### src/hw/rtl/wdc_pkg.sv
// wdc_pkg: shared types and constants of the window distinct counter
// sequencer state codes and the histogram command group
// no dependencies
package wdc_pkg;

	localparam int FIELD_W = 10;
	localparam int COUNT_W = 11;

	typedef enum logic [2:0] {
		ST_INIT,
		ST_IDLE,
		ST_CLEAR,
		ST_PLAN,
		ST_FETCH,
		ST_ADJ
	} state_t;

	typedef struct packed {
		logic clear;
		logic zero_count;
		logic adjust;
		logic drop;
	} hist_cmd_t;

endpackage

### src/hw/rtl/wdc_seq.sv
// wdc_seq: sequencer for loads, queries, clearing sweeps and window edge steps
// drives the element store and histogram; uses wdc_pkg
module wdc_seq #(
	parameter int ARRAY_DEPTH = 1024,
	parameter int VALUE_CODES = 1024
) (
	input  logic                             clk,
	input  logic                             arst_n,
	input  logic                             start,
	input  logic                             mode,
	input  logic [wdc_pkg::FIELD_W-1:0]      position,
	input  logic [wdc_pkg::FIELD_W-1:0]      value_code,
	input  logic [wdc_pkg::FIELD_W-1:0]      left_bound,
	input  logic [wdc_pkg::FIELD_W-1:0]      right_bound,
	output logic                             busy,
	output logic                             done,
	output logic [wdc_pkg::COUNT_W-1:0]      distinct_count,
	output logic                             bad_range,
	output logic                             store_we,
	output logic [$clog2(ARRAY_DEPTH)-1:0]   store_waddr,
	output logic [$clog2(VALUE_CODES)-1:0]   store_wdata,
	output logic [$clog2(ARRAY_DEPTH)-1:0]   store_raddr,
	output wdc_pkg::hist_cmd_t               hist_cmd,
	output logic [$clog2(VALUE_CODES)-1:0]   hist_clr_addr,
	input  logic [$clog2(ARRAY_DEPTH+1)-1:0] distinct
);

	localparam int AW   = $clog2(ARRAY_DEPTH);
	localparam int VW   = $clog2(VALUE_CODES);
	localparam int PW   = $clog2(ARRAY_DEPTH + 1);
	localparam int MAXD = (ARRAY_DEPTH > VALUE_CODES) ? ARRAY_DEPTH : VALUE_CODES;
	localparam int CW   = $clog2(MAXD);
	localparam logic [31:0] AD32 = 32'(ARRAY_DEPTH);
	localparam logic [31:0] VC32 = 32'(VALUE_CODES);

	wdc_pkg::state_t state_q, state_d;

	logic [CW-1:0] sweep_q;
	logic          stale_q;
	logic [PW-1:0] start_w_q;
	logic [PW-1:0] end_w_q;
	logic [PW-1:0] lo_q;
	logic [PW-1:0] end_q;
	logic          drop_q;
	logic          done_q;
	logic          bad_q;
	logic [wdc_pkg::COUNT_W-1:0] count_q;

	logic [31:0] pos32, code32, lo32, hi32, hisat32, end32, sweep32, dist32;
	logic        load_ok, query_bad, query_out, query_go, sweep_last, clear_last;

	logic          mv_valid;
	logic          mv_drop;
	logic [PW-1:0] mv_pos;
	logic [PW-1:0] mv_start_d;
	logic [PW-1:0] mv_end_d;

	always_comb begin
		pos32      = 32'(position);
		code32     = 32'(value_code);
		lo32       = 32'(left_bound);
		hi32       = 32'(right_bound);
		hisat32    = (hi32 >= AD32) ? (AD32 - 32'd1) : hi32;
		end32      = hisat32 + 32'd1;
		sweep32    = 32'(sweep_q);
		dist32     = 32'(distinct);
		load_ok    = (pos32 < AD32) && (code32 < VC32);
		query_bad  = lo32 > hi32;
		query_out  = !query_bad && (lo32 >= AD32);
		query_go   = !query_bad && !query_out;
		sweep_last = sweep_q == CW'(MAXD - 1);
		clear_last = sweep_q == CW'(VALUE_CODES - 1);
	end

	// widen first, then narrow
	always_comb begin
		mv_valid   = 1'b1;
		mv_drop    = 1'b0;
		mv_pos     = end_w_q;
		mv_start_d = start_w_q;
		mv_end_d   = end_w_q;
		if (end_w_q < end_q) begin
			mv_pos   = end_w_q;
			mv_end_d = end_w_q + PW'(1);
		end else if (start_w_q > lo_q) begin
			mv_pos     = start_w_q - PW'(1);
			mv_start_d = start_w_q - PW'(1);
		end else if (end_w_q > end_q) begin
			mv_drop  = 1'b1;
			mv_pos   = end_w_q - PW'(1);
			mv_end_d = end_w_q - PW'(1);
		end else if (start_w_q < lo_q) begin
			mv_drop    = 1'b1;
			mv_pos     = start_w_q;
			mv_start_d = start_w_q + PW'(1);
		end else begin
			mv_valid = 1'b0;
		end
	end

	always_ff @(posedge clk or negedge arst_n) begin
		if (!arst_n) begin
			state_q <= wdc_pkg::ST_INIT;
		end else begin
			state_q <= state_d;
		end
	end

	always_comb begin
		state_d       = state_q;
		store_we      = 1'b0;
		store_waddr   = pos32[AW-1:0];
		store_wdata   = code32[VW-1:0];
		store_raddr   = mv_pos[AW-1:0];
		hist_cmd      = '0;
		hist_clr_addr = sweep_q[VW-1:0];
		unique case (state_q)
			wdc_pkg::ST_INIT: begin
				store_we       = sweep32 < AD32;
				store_waddr    = sweep_q[AW-1:0];
				store_wdata    = '0;
				hist_cmd.clear = sweep32 < VC32;
				if (sweep_last) begin
					state_d = wdc_pkg::ST_IDLE;
				end
			end
			wdc_pkg::ST_IDLE: begin
				if (start && !mode) begin
					store_we = load_ok;
				end else if (start && mode && query_go) begin
					state_d = stale_q ? wdc_pkg::ST_CLEAR : wdc_pkg::ST_PLAN;
				end
			end
			wdc_pkg::ST_CLEAR: begin
				hist_cmd.clear      = 1'b1;
				hist_cmd.zero_count = 1'b1;
				if (clear_last) begin
					state_d = wdc_pkg::ST_PLAN;
				end
			end
			wdc_pkg::ST_PLAN: begin
				state_d = mv_valid ? wdc_pkg::ST_FETCH : wdc_pkg::ST_IDLE;
			end
			wdc_pkg::ST_FETCH: begin
				state_d = wdc_pkg::ST_ADJ;
			end
			wdc_pkg::ST_ADJ: begin
				hist_cmd.adjust = 1'b1;
				hist_cmd.drop   = drop_q;
				state_d         = wdc_pkg::ST_PLAN;
			end
			default: begin
				state_d = wdc_pkg::ST_IDLE;
			end
		endcase
	end

	always_ff @(posedge clk or negedge arst_n) begin
		if (!arst_n) begin
			sweep_q   <= '0;
			stale_q   <= 1'b1;
			start_w_q <= '0;
			end_w_q   <= '0;
			done_q    <= 1'b0;
			bad_q     <= 1'b0;
			count_q   <= '0;
		end else begin
			done_q <= 1'b0;
			case (state_q)
				wdc_pkg::ST_INIT: begin
					sweep_q <= sweep_last ? '0 : sweep_q + CW'(1);
				end
				wdc_pkg::ST_IDLE: begin
					sweep_q <= '0;
					if (start && !mode && load_ok) begin
						stale_q <= 1'b1;
					end else if (start && mode && !query_go) begin
						done_q  <= 1'b1;
						bad_q   <= query_bad;
						count_q <= '0;
					end
				end
				wdc_pkg::ST_CLEAR: begin
					sweep_q <= clear_last ? '0 : sweep_q + CW'(1);
					if (clear_last) begin
						start_w_q <= '0;
						end_w_q   <= '0;
						stale_q   <= 1'b0;
					end
				end
				wdc_pkg::ST_PLAN: begin
					if (mv_valid) begin
						start_w_q <= mv_start_d;
						end_w_q   <= mv_end_d;
					end else begin
						done_q  <= 1'b1;
						bad_q   <= 1'b0;
						count_q <= dist32[wdc_pkg::COUNT_W-1:0];
					end
				end
				default: begin
				end
			endcase
		end
	end

	always_ff @(posedge clk) begin
		if (state_q == wdc_pkg::ST_IDLE && start) begin
			lo_q  <= lo32[PW-1:0];
			end_q <= end32[PW-1:0];
		end
		if (state_q == wdc_pkg::ST_PLAN) begin
			drop_q <= mv_drop;
		end
	end

	assign busy           = state_q != wdc_pkg::ST_IDLE;
	assign done           = done_q;
	assign bad_range      = bad_q;
	assign distinct_count = count_q;

endmodule

### config.mk
export PLATFORM = sky130hd
export DESIGN_NAME = wdc_seq
export DESIGN_NICKNAME = d
export VERILOG_FILES = /design/src/hw/rtl/wdc_pkg.sv /design/src/hw/rtl/wdc_seq.sv
export SDC_FILE = /design/constraint.sdc
export NUM_CORES = 1
export LEC_CHECK = 0
export BUFFER_PORTS_ARGS = -buffer_cell sky130_fd_sc_hd__buf_4
export CAP_MARGIN = 5
export CORE_AREA = 8 8 117 119
export CTS_CLUSTER_DIAMETER = 120
export DETAILED_ROUTE_END_ITERATION = 8
export DIE_AREA = 0 0 125 127
export PLACE_DENSITY_LB_ADDON = 0.15
export SETUP_SLACK_MARGIN = 0.1
export SLEW_MARGIN = 40
export SYNTH_ARGS = -nofsm -noshare
export SYNTH_HDL_FRONTEND = slang
export SYNTH_SLANG_ARGS = --single-unit
### constraint.sdc
create_clock -name clk -period 3.45 [get_ports clk]
set_clock_uncertainty 0.1 [all_clocks]
set_input_delay 0.1725 -clock clk [delete_from_list [all_inputs] [get_ports clk]]
set_output_delay 0.1725 -clock clk [all_outputs]
set_load 0.01 [all_outputs]
==> summary.md, run 1 <==
| Metric | Value |
|---|---|
| Outcome | `finished clean` |
| P&R area growth vs syn | `36.30%` |
| First-pass GRT wire length | `26,100 µm` |
| Core area | `11,810 µm²` |
| Library cells used by synthesis | `65` |
| Yosys reg bits | `71` |
| P_leak | `3.310 nW` |
| DRT antenna net count | `0` |
| Critical path buffers and inverters | `2` |
| Crit Path Max Fanout | `5` |
| Setup Crit Path Kind | `reg -> out` |
| Relative slew slack | `a little over half` |
| Vias in the first global route | `4,988` |
| CTS root buffer | `clkbuf_16` |
| Commonest non-fill, non-tap cells in the layout | `156 x buf_4, 43 x inv_1, 43 x dfrtp_1, 42 x nand2_1, 42 x o21ai_0` |
| Syn avg cell area | `8.775 µm²` |
| Drt pass-1 iters | `7` |
| Post-DP HPWL | `12,240 µm` |
| Startpoint types | `flip-flop` |
| Critical Path RT | `~3.2 ns` |
| Commonest non-fill, non-tap cell in the layout | `buf_4` |
| Ant diodes | `0` |
| Longest Clk Path Bufs | `2` |
| Fillers | `1,044` |
| Area of the multi-input gates | `around 3100 µm²` |
| DR vias | `5,208` |
| Clk_lat worst skew | `0.34 ns` |
| Share of synthesized flip-flops with an asynchronous set or reset | `69.01%` |
| Post-Route WL | `16,350 µm` |
| Hold depth | `2` |
| RSZ-0062 raised after global routing | `false` |
| Grt ovf | `0` |
| Final period util | `between 90% and 100%` |
| Tot Pwr | `~0.002 W` |
| Clock slew at reported path FFs | `0.06 ns` |
| Primary FF master, synth | `dfrtp_1` |
| Hold Vio Cnt, Final | `0` |
| Mapped Area | `5177 µm²` |
| Slowest cell on crit path | `dfrtp_2` |
| Post-synth EDFFs | `22` |
| Register Area | `roughly 1900 µm²` |
| Max Fclk | `0.3084 GHz` |
| Port bufs | `113` |
| Num CTS Buffers | `9` |
| TritonCTS clock tree | `done` |
| Hold crit path type | `in -> reg` |
| Largest net degree at the start of global routing | `50` |
| DRC | `0` |
| Total negative slack | `0 ns` |
| Slew @ Worst Pin | `0.6820 ns` |
| Via-to-Cell Ratio | `between 5 and 6` |
| Final Net Count | `842` |
| Dpl cell area | `6317 µm²` |
| All-Layer GR Usage | `20.18%` |
| Final Cell Area | `~7000 µm²` |
| Pwr Density | `275.5 nW/µm²` |
| Worst Path Arrival | `~3 ns` |
| Htree depth | `3` |
| Largest delay share family, worst path | `compound AO/OA/AOI/OAI gates` |
| Final core utilization | `between 50% and 60%` |
| GR Layer Usage met3 | `4.992%` |
| Chip width | `125 µm` |
| Per-cell routed wire length | `18.13 µm` |
| # rows | `40` |
| # setup viols final | `0` |
| Die Ht | `~130 µm` |
| Initial antenna violation count | `0` |
| Syn Nets | `a little under 700` |
| CTS Sinks | `71` |
| Layout cells sized above 1 | `between 20% and 30%` |
| R2R depth | `8` |
| Critical-path cell list | `ha_4, nand4_1, a211o_1, o211a_4, buf_4, o21ai_4, o32ai_1, a2111o_1, o311ai_0, buf_4` |
| Post-synthesis cell count | `590` |
| Global route hottest layer | `met2` |
| Initial Util | `43.83%` |
| Critical Path Stages | `10` |
| Peak supply drop | `0.0002870 V` |
| Crit. End Element | `output port` |
| M2 GR Usage | `between 30% and 40%` |
| Sequential share of the synthesized area | `36.47%` |
| Synthesis Warnings | `0` |
| Initial drt markers | `476` |
| Top Ports | `114` |
| Slew Viols, Final | `0` |
| Die area | `between 15,000 and 20,000 µm²` |
| Max incr delay on CP | `0.45 ns` |
| Met1 Track Usage GR | `26.17%` |
| Hold slack | `0.01849 ns` |
| Max Cap Violations | `0` |
| Final GP Congestion | `a little under 0.9` |
| Fin crit period | `3.243 ns` |
| Top cell by count, worst path | `buf_4` |
## what timing repair did
item | 4_1_cts | 5_1_grt
setup endpoints to repair | 8 | 14
gates cloned | 0 | 1
pin swaps | 1 | 7
endpoints found under the hold margin | 69 | 0
buffers inserted | 0 | 13
hold buffers | 22 | 0
resized for setup | 8 | 23
## registers in the layout, summed over array words and instances (netlist names)
register        count
distinct_count     11
end_q              11
end_w_q            11
start_w_q          11
hist_clr_addr      10
lo_q               10
state_q             3
bad_range           1
done                1
drop_q              1
stale_q             1
## final timing paths
path	start	to	slack, ns
hold / removal	right_bound[0]	end_q[0]	0.02
hold reg to reg	distinct_count[7]	distinct_count[7]	0.40
max in group asynchronous	arst_n	start_w_q[6]	2.46
min in group asynchronous	arst_n	end_w_q[1]	0.30
setup / recovery	end_w_q[6]	store_raddr[6]	0.21
setup reg to reg	start_w_q[6]	end_w_q[10]	0.30
## layer usage
| metal | routed length, µm | part of all wire [%] |
|---|---|---|
| met5 | 0 | 0 |
| met4 | 204 | 1.2 |
| met3 | 1150 | 7.0 |
| met2 | 7876 | 48 |
| met1 | 7117 | 44 |
## power breakdown
part / total [W] / leakage (nW) / switching (W) / internal (W)
Clock: 0.000914 / 0.141 / 0.000366 / 0.000548
Sequential: 0.000869 / 0.841 / 0 / 0.000869
Combinational: 0.000161 / 2.33 / 0.0000662 / 0.0000945
Total: 0.00194 / 3.31 / 0.000432 / 0.00151
## metrics by stage
stage | instances | worst slack, ns
2_1_floorplan | 590 | 0.6416
3_3_place_gp | 850 | 0.2637
3_5_place_dp | 850 | 0.2231
4_1_cts | 888 | 0.1014
5_1_grt | 902 | 0.09586
6_report | 902 | 0.2073
## Yosys cell counts, types with 3 or more instances
| library cell | count | area [µm²] |
|---|---|---|
| mux2_2 | 15 | 168.9 |
| nor2b_1 | 12 | 75.07 |
| o31ai_1 | 7 | 52.55 |
| xor2_1 | 5 | 43.79 |
| dfrtp_1 | 48 | 1201 |
| or3_1 | 13 | 81.33 |
| o21ai_0 | 44 | 220.2 |
| nor3_1 | 21 | 105.1 |
| nand2_1 | 43 | 161.4 |
| and3_1 | 8 | 50.05 |
| edfxtp_1 | 22 | 660.6 |
| a211oi_1 | 6 | 45.04 |
| a211o_1 | 3 | 26.28 |
| ha_1 | 37 | 462.9 |
| a41oi_1 | 3 | 26.28 |
| a31oi_1 | 8 | 50.05 |
| clkbuf_1 | 24 | 90.09 |
| o21a_1 | 4 | 30.03 |
| o211a_1 | 3 | 30.03 |
| o211ai_1 | 3 | 22.52 |
| nor2_1 | 37 | 138.9 |
| a21o_1 | 12 | 90.09 |
| nand3b_1 | 4 | 30.03 |
| a21oi_1 | 37 | 185.2 |
| nand3_1 | 27 | 135.1 |
| nor4_1 | 6 | 37.54 |
| or2_2 | 5 | 31.28 |
| inv_1 | 44 | 165.2 |
| xnor2_1 | 16 | 140.1 |
| buf_2 | 3 | 15.01 |
| nand4_1 | 10 | 62.56 |
| mux2i_1 | 5 | 50.05 |
| a22o_1 | 13 | 113.9 |
## final cells by class
class	instances	share of cell area, %
well taps	147	2.606
flip-flops and latches	71	26.84
inverters	44	2.340
repair buffers	180	20.09
clock inverters	3	0.2482
clock buffers	13	3.848
multi-input cells	444	44.02
## cell families after synthesis
group / Yosys count / synth area share (%)
mux: 20 / 4.229
fa+ha+maj: 37 / 8.941
xor+xnor: 21 / 3.552
buf+inv: 75 / 5.728
compound gates: 165 / 20.98
flops: 71 / 36.47
simple gates: 201 / 20.11
No activity file was read; power rests on OpenSTA's default activity.
==> run 2: changes to the inputs <==
Settings changed: MAX_ROUTING_LAYER set to met4.
==> summary.md, run 2 (synthesized netlist as in run 1, its figures left out) <==
| Metric | Value |
|---|---|
| Fin crit period | `3.256 ns (was 3.243 ns)` |
| Ant diodes | `0 (unchanged)` |
| Top Ports | `114 (unchanged)` |
| Non-Filler Instances | `892 (was 902)` |
| Slew @ Worst Pin | `0.6579 ns (was 0.6820 ns)` |
| DR vias | `5,141 (was 5,208)` |
| Critical Path RT | `3.18 ns (about the same)` |
| First-pass GRT wire length | `26,870 µm (was 26,100 µm)` |
| RSZ-0062 raised after global routing | `true (was false)` |
| Register Area | `1896 µm² (was 1894 µm²)` |
| CP startpoint | `end_w_q[9] (was end_w_q[6])` |
| Crit. End Element | `output port (unchanged)` |
| # rows | `40 (unchanged)` |
| Commonest non-fill, non-tap cell in the layout | `buf_4 (unchanged)` |
| Hold_sp | `right_bound[0] (unchanged)` |
| Num CTS Buffers | `9 (unchanged)` |
| Die area | `15,880 µm² (unchanged)` |
| Initial drt markers | `377 (was 476)` |
| Reg-to-reg slack, setup | `0.36 ns (was 0.30 ns)` |
| Final period util | `94.38% (was 93.99%)` |
| Largest net degree at the start of global routing | `50 (unchanged)` |
| P&R area growth vs syn | `34.05% (was 36.30%)` |
| Tot Pwr | `0.001973 W (was 0.001944 W)` |
| Drt pass-1 iters | `6 (was 7)` |
| Relative slew slack | `56.14% (was 54.53%)` |
| Commonest non-fill, non-tap cells in the layout | `146 x buf_4, 43 x inv_1, 42 x dfrtp_1, 41 x nand2_1, 41 x o21ai_0 (was 156 x buf_4, 43 x inv_1, 43 x dfrtp_1, 42 x nand2_1, 42 x o21ai_0)` |
| Hold Vio Cnt, Final | `0 (unchanged)` |
| Initial Util | `43.83% (unchanged)` |
| Peak supply drop | `0.0003550 V (was 0.0002870 V)` |
| Startpoint types | `flip-flop (unchanged)` |
| Outcome | `finished clean (unchanged)` |
| Htree depth | `3 (unchanged)` |
| Clk_lat worst skew | `0.34 ns (about the same)` |
| All-Layer GR Usage | `21.40% (was 20.18%)` |
| Fillers | `1,069 (was 1,044)` |
| Via-to-Cell Ratio | `5.763 (was 5.774)` |
| Post-DP HPWL | `12,600 µm (was 12,240 µm)` |
| Post-Route WL | `16,640 µm (was 16,350 µm)` |
| Reg2reg start | `start_w_q[6] (unchanged)` |
| Vias in the first global route | `5,238 (was 4,988)` |
| Max Cap Violations | `0 (unchanged)` |
| Final Net Count | `832 (was 842)` |
| CTS root buffer | `clkbuf_16 (unchanged)` |
| Chip width | `125 µm (unchanged)` |
| Hold crit path type | `in -> reg (unchanged)` |
| Crit Path Max Fanout | `17 (was 5)` |
| P_leak | `3.254 nW (was 3.310 nW)` |
| TritonCTS clock tree | `done (unchanged)` |
| Longest Clk Path Bufs | `2 (unchanged)` |
| DRT antenna net count | `0 (unchanged)` |
| Max Fclk | `0.3071 GHz (was 0.3084 GHz)` |
| Pwr Density | `284.2 nW/µm² (was 275.5 nW/µm²)` |
| Die Ht | `127 µm (unchanged)` |
| Layout cells sized above 1 | `28.72% (was 29.93%)` |
| Per-cell routed wire length | `18.66 µm (was 18.13 µm)` |
| DRC | `0 (unchanged)` |
| Port bufs | `113 (unchanged)` |
| # setup viols final | `0 (unchanged)` |
| Setup Crit Path Kind | `reg -> out (unchanged)` |
| CTS Sinks | `71 (unchanged)` |
| Placed insts | `849 (was 850)` |
| Core area | `11,810 µm² (unchanged)` |
| Final GP Congestion | `0.8969 (was 0.8839)` |
| Area of the multi-input gates | `3059 µm² (was 3107 µm²)` |
| Hold slack | `0.02462 ns (was 0.01849 ns)` |
| Slew Viols, Final | `0 (unchanged)` |
| Initial antenna violation count | `0 (unchanged)` |
| Worst Path Arrival | `2.98 ns (was 2.97 ns)` |
| Total negative slack | `0 ns (unchanged)` |
| Grt ovf | `0 (unchanged)` |
| Clock slew at reported path FFs | `0.06 ns (about the same)` |
-- run 2: cell types whose count changed in the layout (fill, tap and decap cells not counted), moves of 2 or more --
cell / previous run / this run
nor2_1: 35 / 33
ha_4: 2 / 0
a21oi_1: 33 / 35
clkinv_2: 2 / 0
ha_1: 33 / 36
clkinvlp_4: 1 / 3
buf_4: 156 / 146
o21ai_2: 0 / 2
-- run 2: final timing paths --
kind / to / depth (start not counted)
min reg2reg: stale_q / 2
min: end_q[0] / 2
max in group asynchronous: start_w_q[7] / 2
max: store_raddr[6] / 10
min in group asynchronous: end_w_q[1] / 2
max reg2reg: end_w_q[5] / 8
-- run 2: cell type report --
cell class / count / share of cell area (%)
tap: 147 / 2.650
timing repair buffer: 170 / 19.27
inverter: 44 / 2.380
sequential: 71 / 27.31
multi-input combinational: 444 / 44.08
clock inverter: 6 / 1.010
clock buffer: 10 / 3.299
-- run 2: metrics by stage --
step	util, %	setup WS, ns	cell area, µm²
after detailed placement	53.45	0.1022	6314
after CTS	58.11	0.1079	6864
final	58.76	0.1939	6940
after global placement	53.37	0.2010	6304
after global routing	58.76	0.03055	6940
after floorplan	-	0.6416	5177
-- run 2: what timing repair did --
action | CTS | global route
endpoints found under the hold margin | 70 | 0
pin swaps | 0 | 5
hold buffers | 23 | 0
resized for setup | 10 | 18
endpoints found under the setup margin | 12 | 13
setup buffers | 0 | 4
-- run 2: routing by layer --
metal  wire (µm)  track usage [%]  up-vias  share of wire, %
li1            -                -     2477                 -
met1        7392            26.22     2481                44
met2        8216            35.00      161                49
met3         752            3.744       22               4.5
met4         281            7.665        0               1.7
met5           0                -        -                 0
-- run 2: critical path, stage by stage, from the launching register on --
cell and delay [ns]:
dfrtp_1 0.46, ha_1 0.34, o21a_1 0.17, a21oi_1 0.22, o211a_1 0.28, buf_6 0.21, nor2_2 0.09, a21o_1 0.16
a2111o_1 0.40, o311ai_0 0.11, buf_4 0.19
-- run 2: report_power, final --
part	switching (W)	total [W]	internal [W]	leakage, nW
logic	0.0000679	0.000164	0.0000956	2.28
registers	0	0.000869	0.000869	0.840
clock network	0.000377	0.000940	0.000563	0.135
total	0.000444	0.00197	0.00153	3.25
==> run 3: changes to the inputs <==
--- a/constraint.sdc
+++ b/constraint.sdc
@@ -4,2 +4,2 @@
 set_output_delay 0.1725 -clock clk [all_outputs]
-set_load 0.01 [all_outputs]
+set_load 0.005 [all_outputs]
==> summary.md, run 3 (synthesized netlist as in run 1, its figures left out) <==
| Metric | Value |
|---|---|
| Largest net degree at the start of global routing | `50 (unchanged)` |
| TritonCTS clock tree | `done (unchanged)` |
| DRT antenna net count | `0 (unchanged)` |
| Largest delay share family, worst path | `simple AND/OR/NAND/NOR gates (was compound AO/OA/AOI/OAI gates)` |
| Total negative slack | `0 ns (unchanged)` |
| Slack of the critical path | `0.1922 ns (was 0.1939 ns)` |
| Post-Route WL | `16,770 µm (was 16,640 µm)` |
| # rows | `40 (unchanged)` |
| Placed insts | `850 (was 849)` |
| DRC | `0 (unchanged)` |
| DR vias | `5,193 (was 5,141)` |
| Hold_sp | `right_bound[0] (unchanged)` |
| Max incr delay on CP | `0.43 ns (was 0.46 ns)` |
| Final Net Count | `842 (was 832)` |
| Worst Path Arrival | `2.99 ns (was 2.98 ns)` |
| Max Cap Violations | `0 (unchanged)` |
| Fillers | `1,037 (was 1,069)` |
| Clk_lat worst skew | `0.34 ns (about the same)` |
| Ant diodes | `0 (unchanged)` |
| Crit. End Element | `output port (unchanged)` |
| Initial antenna violation count | `0 (unchanged)` |
| All-Layer GR Usage | `21.42% (was 21.40%)` |
| Critical-path cell list | `inv_1, ha_1, or3b_4, or3_4, or3_1, xnor2_1, a21oi_1, o21ai_1, buf_4 (was ha_1, o21a_1, a21oi_1, o211a_1, buf_6, nor2_2, a21o_1, a2111o_1, o311ai_0, buf_4)` |
| Via-to-Cell Ratio | `5.757 (was 5.763)` |
| Tot Pwr | `0.001929 W (was 0.001973 W)` |
| Top Ports | `114 (unchanged)` |
| Crit Path Max Fanout | `4 (was 17)` |
| Slew @ Worst Pin | `0.8235 ns (was 0.6579 ns)` |
| Vias in the first global route | `5,033 (was 5,238)` |
| CTS Sinks | `71 (unchanged)` |
| Core area | `11,810 µm² (unchanged)` |
| Initial Util | `43.83% (unchanged)` |
| Hold Vio Cnt, Final | `0 (unchanged)` |
| Initial drt markers | `566 (was 377)` |
| First-pass GRT wire length | `26,640 µm (was 26,870 µm)` |
| Peak supply drop | `0.0002862 V (was 0.0003550 V)` |
| Port bufs | `113 (unchanged)` |
| Longest Clk Path Bufs | `2 (unchanged)` |
| Commonest non-fill, non-tap cells in the layout | `157 x buf_4, 44 x dfrtp_1, 43 x inv_1, 42 x nand2_1, 41 x o21ai_0 (was 146 x buf_4, 43 x inv_1, 42 x dfrtp_1, 41 x nand2_1, 41 x o21ai_0)` |
| Final GP Congestion | `0.9455 (was 0.8969)` |
| Num CTS Buffers | `9 (unchanged)` |
| P_leak | `3.314 nW (was 3.254 nW)` |
| Critical path buffers and inverters | `2 (unchanged)` |
| Dpl ws | `0.1776 ns (was 0.1022 ns)` |
| Final core utilization | `59.14% (was 58.76%)` |
| Grt ovf | `0 (unchanged)` |
| Slowest cell on crit path | `or3b_4 (was dfrtp_1)` |
| Htree depth | `3 (unchanged)` |
| Pwr Density | `276.2 nW/µm² (was 284.2 nW/µm²)` |
| Per-cell routed wire length | `18.60 µm (was 18.66 µm)` |
| Slew Viols, Final | `0 (unchanged)` |
| Die Ht | `127 µm (unchanged)` |
| Commonest non-fill, non-tap cell in the layout | `buf_4 (unchanged)` |
| Relative slew slack | `45.10% (was 56.14%)` |
| Max Fclk | `0.3070 GHz (was 0.3071 GHz)` |
| Final period util | `94.43% (was 94.38%)` |
| CP startpoint | `start_w_q[0] (was end_w_q[9])` |
| Fin crit period | `3.258 ns (was 3.256 ns)` |
| Layout cells sized above 1 | `29.01% (was 28.72%)` |
| Outcome | `finished clean (unchanged)` |
| Clock slew at reported path FFs | `0.06 ns (about the same)` |
| Die area | `15,880 µm² (unchanged)` |
| Non-Filler Instances | `902 (was 892)` |
| RSZ-0062 raised after global routing | `false (was true)` |
| # setup viols final | `0 (unchanged)` |
| Setup Crit Path Kind | `reg -> out (unchanged)` |
| CTS root buffer | `clkbuf_16 (unchanged)` |
| Post-DP HPWL | `12,670 µm (was 12,600 µm)` |
| Critical Path RT | `3.18 ns (about the same)` |
| Drt pass-1 iters | `5 (was 6)` |
| Startpoint types | `flip-flop (unchanged)` |
| Hold crit path type | `in -> reg (unchanged)` |
| P&R area growth vs syn | `34.92% (was 34.05%)` |
| Chip width | `125 µm (unchanged)` |
| Reg2reg start | `start_w_q[6] (unchanged)` |
run 3: cell count changes in the layout (fill, tap and decap cells not counted), sizes merged:
cell	previous run	this run
dlygate4sd3	23	22
inv	45	48
buf	147	158
clkinvlp	3	1
bufinv	1	0
run 3: worst reg2reg max path, delay by kind of cell (launching register included):
kind                       cells  cell delay [ns]
AOI/OAI and AO/OA              5             1.41
DFF                            1             0.45
and+or+nand+nor                2             0.78
adders and majority gates      1             0.33
run 3: cell type report:
type	count	area [µm²]	area share, %
Multi-Input combinational cell	444	3037	43.47
Sequential cell	71	1893	27.10
Timing Repair Buffer	180	1419	20.31
Clock buffer	10	239.0	3.421
Tap cell	147	183.9	2.633
Inverter	44	165.2	2.364
Clock inverter	6	48.80	0.6985
run 3: timing repair:
action / CTS / global route
hold buffers: 22 / 0
pin swaps: 1 / 5
setup endpoints to repair: 6 / 13
endpoints found under the hold margin: 69 / 0
resized for setup: 11 / 8
setup buffers: 0 / 14
run 3: power by group:
group | switching, W | leakage [nW] | internal [W]
clock | 0.000388 | 0.140 | 0.000515
sequential | 0 | 0.843 | 0.000869
combinational | 0.0000625 | 2.33 | 0.0000943
total | 0.000451 | 3.31 | 0.00148
run 3: metal layers:
layer	routed length [µm]	share of wire [%]	track usage [%]
met1	7542	45	27.15
met2	7963	47	33.88
met3	1044	6.2	4.285
met4	223	1.3	6.805
met5	0	0	-
run 3: path summary, 6_finish.rpt:
check                               endpoint  slack [ns]  cells past startpoint
min reg2reg                distinct_count[2]        0.41                      1
min in group asynchronous         end_w_q[6]        0.31                      2
max                           store_raddr[8]        0.19                      9
max in group asynchronous       start_w_q[6]        2.44                      2
max reg2reg                       end_w_q[3]        0.27                      8
min                                 end_q[0]        0.02                      2
run 3: metrics by stage:
step / hold WS (ns) / area, µm²
after floorplan: -0.2231 / 5177
after detailed placement: 0.1591 / 6330
after CTS: 0.007896 / 6857
final: 0.01717 / 6985
after global placement: 0.1507 / 6324
after global routing: 0.01712 / 6985
